===== config.mk =====
export PLATFORM = sky130hd
export DESIGN_NAME = ppfu_ctrl
export DESIGN_NICKNAME = d
export VERILOG_FILES = /design/src/ppfu_pkg.sv /design/src/ppfu_ctrl.sv
export SDC_FILE = /design/constraint.sdc
export NUM_CORES = 1
export LEC_CHECK = 0
export BUFFER_PORTS_ARGS = -buffer_cell sky130_fd_sc_hd__buf_2
export CORE_AREA = 2 2 39 41
export DETAILED_ROUTE_END_ITERATION = 16
export DIE_AREA = 0 0 41 43
export GPL_ROUTABILITY_DRIVEN = 0
export GPL_TIMING_DRIVEN = 0
export REMOVE_ABC_BUFFERS = 1
export SYNTH_ARGS = -nofsm -noshare
export SYNTH_HDL_FRONTEND = slang
export SYNTH_SLANG_ARGS = --single-unit

===== constraint.sdc =====
create_clock -name clk -period 1.3 [get_ports clk]
set_input_delay 0.13 -clock clk [delete_from_list [all_inputs] [get_ports clk]]
set_output_delay 0.13 -clock clk [all_outputs]
set_load 0.01 [all_outputs]

===== src/ppfu_pkg.sv =====
// Shared constants, types and command/status structs of the pixel packet frame updater.
package ppfu_pkg;

	localparam int WINDOWS_PER_PART = 52;
	localparam int WINDOWS_PER_ROW  = 16;
	localparam int FRAME_HEIGHT     = 26;
	localparam int PACKET_BYTES     = 314;

	localparam int FRAME_WIDTH   = 2 * WINDOWS_PER_ROW;
	localparam int FRAME_WINDOWS = WINDOWS_PER_ROW * (FRAME_HEIGHT / 2);
	localparam int FIT_PARTS     = FRAME_WINDOWS / WINDOWS_PER_PART;
	localparam int MAX_PART      = (FIT_PARTS > 7) ? 7 : FIT_PARTS;

	localparam int WIN_BYTES = 6;
	localparam int WIN_BITS  = WIN_BYTES * 8;
	localparam int PIX_BITS  = 12;

	localparam int CNT_W  = $clog2(PACKET_BYTES + 2);
	localparam int WIDX_W = $clog2(WINDOWS_PER_PART + 1);
	localparam int STG_AW = (WINDOWS_PER_PART > 1) ? $clog2(WINDOWS_PER_PART) : 1;
	localparam int FRM_AW = (FRAME_WINDOWS > 1) ? $clog2(FRAME_WINDOWS) : 1;

	localparam logic [7:0] HEADER_VALUE = 8'h01;
	localparam logic [7:0] MAX_PART_B   = 8'(MAX_PART);

	typedef enum logic [1:0] {
		ST_OK_COMMIT  = 2'd0,
		ST_BAD_LENGTH = 2'd1,
		ST_BAD_HEADER = 2'd2,
		ST_PIXEL_DATA = 2'd3
	} status_t;

	typedef enum logic [1:0] {
		S_IDLE,
		S_READ,
		S_COMMIT,
		S_DRAIN
	} ctrl_state_t;

	typedef struct packed {
		logic byte_take;
		logic read_issue;
		logic commit_start;
		logic commit_step;
		logic load_reject;
		logic load_read;
		logic load_commit;
	} dp_cmd_t;

	typedef struct packed {
		logic pkt_good;
		logic rd_last;
	} dp_sts_t;

endpackage


===== src/ppfu_ctrl.sv =====
// Controller state machine: handshakes, packet end handling and commit sequencing.
module ppfu_ctrl
	import ppfu_pkg::*;
(
	input  logic    clk,
	input  logic    arst_n,
	input  logic    item_valid,
	output logic    item_stall,
	input  logic    action,
	input  logic    last_byte,
	output logic    result_valid,
	input  logic    result_stall,
	input  dp_sts_t sts,
	output dp_cmd_t cmd
);

	ctrl_state_t state_q, state_nxt;
	logic        res_valid_q;
	logic        acc;
	logic        res_load;

	assign item_stall   = (state_q != S_IDLE) || res_valid_q;
	assign acc          = item_valid && !item_stall;
	assign result_valid = res_valid_q;

	always_comb begin
		state_nxt = state_q;
		case (state_q)
			S_IDLE: begin
				if (acc) begin
					if (action) begin
						state_nxt = S_READ;
					end else if (last_byte && sts.pkt_good) begin
						state_nxt = S_COMMIT;
					end
				end
			end
			S_READ:   state_nxt = S_IDLE;
			S_COMMIT: begin
				if (sts.rd_last) begin
					state_nxt = S_DRAIN;
				end
			end
			S_DRAIN:  state_nxt = S_IDLE;
			default:  state_nxt = S_IDLE;
		endcase
	end

	always_comb begin
		cmd = '0;
		case (state_q)
			S_IDLE: begin
				cmd.read_issue   = acc && action;
				cmd.byte_take    = acc && !action;
				cmd.commit_start = acc && !action && last_byte && sts.pkt_good;
				cmd.load_reject  = acc && !action && last_byte && !sts.pkt_good;
			end
			S_READ:   cmd.load_read   = 1'b1;
			S_COMMIT: cmd.commit_step = 1'b1;
			S_DRAIN:  cmd.load_commit = 1'b1;
			default:  cmd = '0;
		endcase
	end

	assign res_load = cmd.load_reject || cmd.load_read || cmd.load_commit;

	always_ff @(posedge clk or negedge arst_n) begin
		if (!arst_n) begin
			state_q     <= S_IDLE;
			res_valid_q <= 1'b0;
		end else begin
			state_q <= state_nxt;
			if (res_load) begin
				res_valid_q <= 1'b1;
			end else if (!result_stall) begin
				res_valid_q <= 1'b0;
			end
		end
	end

	// output register must be empty whenever a new result is loaded
	a_load_free: assert property (@(posedge clk) disable iff (!arst_n)
		res_load |-> !res_valid_q)
		else $error("result loaded over a pending result");

	a_commit_drain: assert property (@(posedge clk) disable iff (!arst_n)
		(state_q == S_COMMIT && sts.rd_last) |=> (state_q == S_DRAIN))
		else $error("commit did not end in drain");

	a_drain_result: assert property (@(posedge clk) disable iff (!arst_n)
		(state_q == S_DRAIN) |=> (res_valid_q && state_q == S_IDLE))
		else $error("commit finished without a result");

endmodule


After elaboration in Yosys (flattened, before gate mapping)
Cells that the tools add are included.
- register bits after elaboration: 3
- input bits: 8
- word-level logic and storage cells: 38
- equality and inequality tests: 7
- multiplexer cells: 12
- reductions and logical operators: 17
- operators with widths (operator ; count):
    2-bit two-way mux ; 4
    1-bit logical AND ; 7
    1-bit two-way mux ; 6
    2-bit case mux with 3 select lines ; 1
    2-bit == test (second input constant) ; 2
    2-bit inequality test (second input constant) ; 2
    1-bit zero test ; 3
    1-bit logical OR ; 3
    3-bit two-way mux ; 1
    3-bit inequality test (second input constant) ; 1
    3-bit AND reduction ; 1
    2-bit by 1-bit == test with 1-bit output (second input constant) ; 1
    2-bit zero test ; 1
    2-bit by 1-bit inequality test with 1-bit output (second input constant) ; 1
    2-bit nonzero test ; 1
    2-bit OR reduction ; 1

Depth between registers and ports, before layout
Gate-level depths: netlist (run 1).
- word-level depth: 11
- mapped depth: 3
- gate-level depth less buffers: 2

Worst setup path after synthesis (run 1)
No wires, ideal clock.
- kind: flip-flop to output port
- start point: register state_q[0]
- end point: output cmd[4] in the netlist's numbering
- arrival time: 1359 ps
- required time: 1170 ps
- path slack: -189 ps
- stages on the path, launching flop included: 4
- path buffers: 1
- path through: dfrtp_1 -> or4b_1 -> buf_2 -> nor3_1
- RTL lines (element ; RTL line ; text):
    start, declared ; ppfu_ctrl.sv:17 ; ctrl_state_t state_q, state_nxt;
    start signal, assigned ; ppfu_ctrl.sv:72 ; state_q <= state_nxt;
    end, declared ; ppfu_ctrl.sv:14 ; output dp_cmd_t cmd

==> results.yml, run 1 <==
run_status:
  outcome: "finished, violations left"
  failed_checks: "setup timing"
sta:
  finalSetupViolCount: 7
  layout_setup_ws_ns: -0.275
  rsz0062_at_grt: "yes"
  skew_ns: 0.00611
  slew_violations: 0
  fin_crit_ns: 1.57
  period_share: 1.21
  hold_viol: 0
  worst_pin_slew_ns: 0.188
  fmax_mhz: 635
  slew_headroom: 0.875
setup_path:
  path_buf_inv: 1
  worstPathMaxFanout: 5
  worst_path_max_delay_cell: "or4b_4"
  criticalPathCategory: "reg -> out"
  max_stage_delay_ns: 0.58
  worst-path-stages: 3
  rr_worst_depth: 4
  cp_top_family: "simple AND/OR/NAND/NOR gates"
  arrival_ns: 1.44
  crit_path_end_kind: "primary output"
  critical_path.cell_chain: "or4b_4 -> nor3_2 -> buf_2"
  cp.required_ns: 1.17
  start_kind: "register"
floorplanning:
  die_w_um: 41
  initial_core_util: 0.135
  fp.dieH_um: 43
  fp-row-count: 14
  io_pins: 17
  die-area_sq_um: 1760
  coreArea_sq_um: 1380
logic_synthesis:
  netlist_area_sq_um: 186
  yosysWarnings: 0
  syn_avg_cell_area_sq_um: 8.88
  ys_seq_elements: 3
  yosysSeqAreaShare: 0.403
  yosysUniqueCellTypes: 15
  syn_inst: 21
grt:
  grt_max_degree: 7
  grt_pass1_vias: 245
  gr-total-overflow: 0
  grtUsageTotal: 0.0864
  antenna_found_initial: 0
  grt_first_pass_wirelength_um: 883
run:
  maxCapViolCount: 0
routing:
  drc: 0
  vias_per_cell: 4.05
  wl_per_cell_um: 10.5
  drtIter0Drc: 1
  antenna_left: 0
  finalWirelength_um: 650
  vias: 251
  first_pass_iters: 2
clock_tree:
  max-clock-path-buffers: 2
  cts-root-buf: "clkbuf_4"
  cts.sinks: 3
  clkLatencyLatePin_ns: 0.24
  cts_tree: "done"
  cts_made_buffers: 3
  clkTransAtPathRegs_ns: 0.04
  htree_levels: 1
min_path:
  holdPathStages: 3
  min_path_type: "in -> reg"
placement:
  post_dp_cell_area_sq_um: 282
  io_buffer_count: 16
layout:
  fin_area_sq_um: 402
  fin_util: 0.290
  drive_gt1_frac: 0.696
  antennaDiodeCount: 0
  final_nets: 55
  syn2layout_area_growth_pct: 115
power_and_ir_drop:
  power_leakage_nw: 0.208
  vdd_drop_max_v: 0.000432
  power_density_nw_per_um2: 1920
[cells by family after synthesis]
family	after synthesis	share of synthesized area
simple gates	11	0.342
compound gates	4	0.188
buf+inv	3	0.0671
flops	3	0.403
[where the power goes]
part	internal [W]	total, W	switching (W)
clock network	0.000115	0.000171	0.0000551
logic	0.000242	0.000448	0.000206
registers	0.000132	0.000154	0.0000217
total	0.000490	0.000773	0.000283
[Yosys cell counts]
cell	count	area (sq um)
inv_1	2	7.51
nor3_1	1	5.00
and2_1	1	6.26
nor2_1	3	11.3
a21oi_1	1	5.00
or4b_1	1	10.0
o32ai_2	1	16.3
or3_1	1	6.26
o2bb2ai_1	1	8.76
nor2b_1	2	12.5
dfrtp_1	3	75.1
buf_2	1	5.00
or3b_2	1	8.76
nand2_1	1	3.75
o21ai_0	1	5.00
[layout by cell type (no fill, tap or decap), drive strengths merged]
master and instances:
dfrtp 3, nor3 1, inv 2, o2bb2ai 1, and2 1, buf 21
o21ai 1, a21oi 1, clkbuf 4, nor2b 2, o32ai 1, or3b 1
nand2 1, or3 1, or4b 1, nor2 3, dlygate4sd3 1
[what timing repair did]
action                                  CTS  global route
gates resized for setup                   6             5
buffers inserted                          5             0
hold buffers                              1             0
hold endpoints to repair                  3             0
pin swaps                                 4             2
endpoints found under the setup margin    8             9
[sequential cells by signal (all words and copies together), names as in the netlist]
signal / count
state_q: 2
result_valid: 1
[stage by stage]
stage / setup WS (ns) / setup TNS [ns] / std cells / hold WS [ns] / power (W)
after floorplan: -0.189 / -0.446 / 20 / -0.166 / 0.000312
after global placement: -0.270 / -1.11 / 52 / -0.0734 / 0.000419
after detailed placement: -0.287 / -1.19 / 52 / -0.0700 / 0.000423
after CTS: -0.284 / -1.57 / 62 / 0.111 / 0.000725
after global routing: -0.339 / -1.88 / 62 / 0.122 / 0.000840
final: -0.275 / -1.42 / 62 / 0.118 / 0.000773
[cell type report]
cell class              instances  area (sq um)
flip-flops and latches          3          76.3
multi-input cells              15           133
fillers                       163           982
clock buffers                   4          26.3
well taps                      16          20.0
repair buffers                 22           139
inverters                       2          7.51
[tightest hold or removal path: stages]
cell and delay, ns:
buf_2 0.08, a21oi_1 0.06, o21ai_2 0.05
[metal layers]
metal	track usage	routed length, um	part of all wire
met5	0	0	0
met1	0.0742	230	0.35
met3	0.0314	56	0.086
met4	0.120	19	0.029
met2	0.122	343	0.53
[final timing paths]
path                       slack, ns    startpoint            to
setup / recovery               -0.27    state_q[1]        cmd[4]
hold / removal                  0.12  result_stall  result_valid
setup reg to reg               -0.24    state_q[1]    state_q[1]
hold reg to reg                 0.59    state_q[0]    state_q[1]
max in group asynchronous       0.97        arst_n    state_q[0]
min in group asynchronous       0.21        arst_n  result_valid
Note: power is estimated with default switching activity, not from simulation.
==> inputs of run 2 (changes only) <==
Settings changed: TNS_END_PERCENT set to 1.
==> results.yml, run 2 (synthesized netlist as in run 1, its figures left out) <==
min_path:
  min_path_type: "in -> reg"
placement:
  post_dp_cell_area_sq_um: 282
  io_buffer_count: 16
floorplanning:
  die_w_um: 41
  initial_core_util: 0.135
  fp.dieH_um: 43
  io_pins: 17
  fp-row-count: 14
  die-area_sq_um: 1760
  coreArea_sq_um: 1380
clock_tree:
  clkLatencyLatePin_ns: 0.24
  clkTransAtPathRegs_ns: 0.04
  cts_made_buffers: 3
  cts-root-buf: "clkbuf_4"
  cts_tree: "done"
  cts.sinks: 3
  max-clock-path-buffers: 2
  htree_levels: 1
layout:
  largest_reg_flops: 2
  final_cell_mix: "16 x buf_2, 3 x nor2_1, 3 x clkbuf_4, 3 x buf_6"
  final_nets: 55
  drive_gt1_frac: 0.696
  regMostFlops: "state_q"
  n_fill_cell: 161
  antennaDiodeCount: 0
  fin_area_sq_um: 400
  final_common_cell: "buf_2"
  fin_util: 0.289
  syn2layout_area_growth_pct: 115
setup_path:
  worstPathMaxFanout: 5
  start_kind: "register"
  crit_path_end_kind: "primary output"
  cp.required_ns: 1.17
  arrival_ns: 1.44
  criticalPathCategory: "reg -> out"
grt:
  grt_max_degree: 7
  gr-total-overflow: 0
  grt_first_pass_wirelength_um: 883
  grt_pass1_vias: 245
  antenna_found_initial: 0
  grtUsageTotal: 0.0864
power_and_ir_drop:
  power_density_nw_per_um2: 1940
  power_leakage_nw: 0.206
  vdd_drop_max_v: 0.000421
sta:
  skew_ns: 0.00454
  hold_viol: 0
  finalSetupViolCount: 7
  slew_headroom: 0.879
  worst_pin_slew_ns: 0.181
  rsz0062_at_grt: "yes"
  fmax_mhz: 637
  slew_violations: 0
  fin_crit_ns: 1.57
  fin_tns_setup_ns: -1.39
  layout_setup_ws_ns: -0.270
  period_share: 1.21
routing:
  drc: 0
  antenna_left: 0
  drtIter0Drc: 0
  vias_per_cell: 3.95
  wl_met2_um: 321
  vias: 245
  wl_met1_um: 230
  first_pass_iters: 1
  wl_per_cell_um: 10.0
  finalWirelength_um: 621
  top_layer: "met4"
  met3_length_um: 49
run_status:
  outcome: "finished, violations left"
  failed_checks: "setup timing"
run:
  maxCapViolCount: 0
-- run 2: cell counts in the layout (fill, tap and decap cells not counted) --
Identical to the previous run, type by type.
-- run 2: power by group --
group	switching [W]	internal [W]	leakage (nW)
combinational	0.000209	0.000243	0.153
sequential	0.0000214	0.000132	0.0377
clock	0.0000545	0.000115	0.0150
total	0.000285	0.000490	0.206
-- run 2: path summary, 6_finish.rpt --
| path | slack, ns | end | start | depth (start not counted) |
|---|---|---|---|---|
| worst max-delay path | -0.27 | cmd[4] | state_q[1] | 3 |
| worst min-delay path | 0.12 | state_q[0] | sts[0] | 2 |
| worst max register to register | -0.23 | state_q[1] | state_q[1] | 4 |
| worst min register to register | 0.60 | state_q[1] | state_q[0] | 2 |
| max in group asynchronous | 0.97 | state_q[0] | arst_n | 2 |
| min in group asynchronous | 0.21 | result_valid | arst_n | 2 |
-- run 2: stage by stage --
stage | setup slack (ns) | instances | hold slack [ns] | power [W]
2_1_floorplan | -0.189 | 20 | -0.166 | 0.000312
3_3_place_gp | -0.270 | 52 | -0.0734 | 0.000419
3_5_place_dp | -0.287 | 52 | -0.0700 | 0.000423
4_1_cts | -0.284 | 62 | 0.111 | 0.000724
5_1_grt | -0.335 | 62 | 0.110 | 0.000841
6_report | -0.270 | 62 | 0.116 | 0.000776
-- run 2: critical path, cell delays in order, from the launching register on --
cell	delay (ns)
dfrtp_1	0.37
or4b_4	0.58
nor3_2	0.12
buf_2	0.14
-- run 2: timing repair --
action,4_1_cts,5_1_grt
buffers inserted,5,0
gates resized for setup,6,5
endpoints found under the hold margin,3,0
pin swaps,3,2
hold buffers,1,0
endpoints found under the setup margin,8,9
-- run 2: area by class of cell --
type,count,area (sq um),area share
clock buffers,4,26.3,0.0656
inverters,2,7.51,0.0188
flip-flops and latches,3,76.3,0.191
multi-input cells,15,131,0.328
well taps,16,20.0,0.0500
repair buffers,22,139,0.347
-- run 2: metal layers --
metal	vias to the layer above	global-route usage
met5	-	0
met4	0	0.120
li1	125	-
met3	2	0.0314
met2	11	0.122
met1	107	0.0742
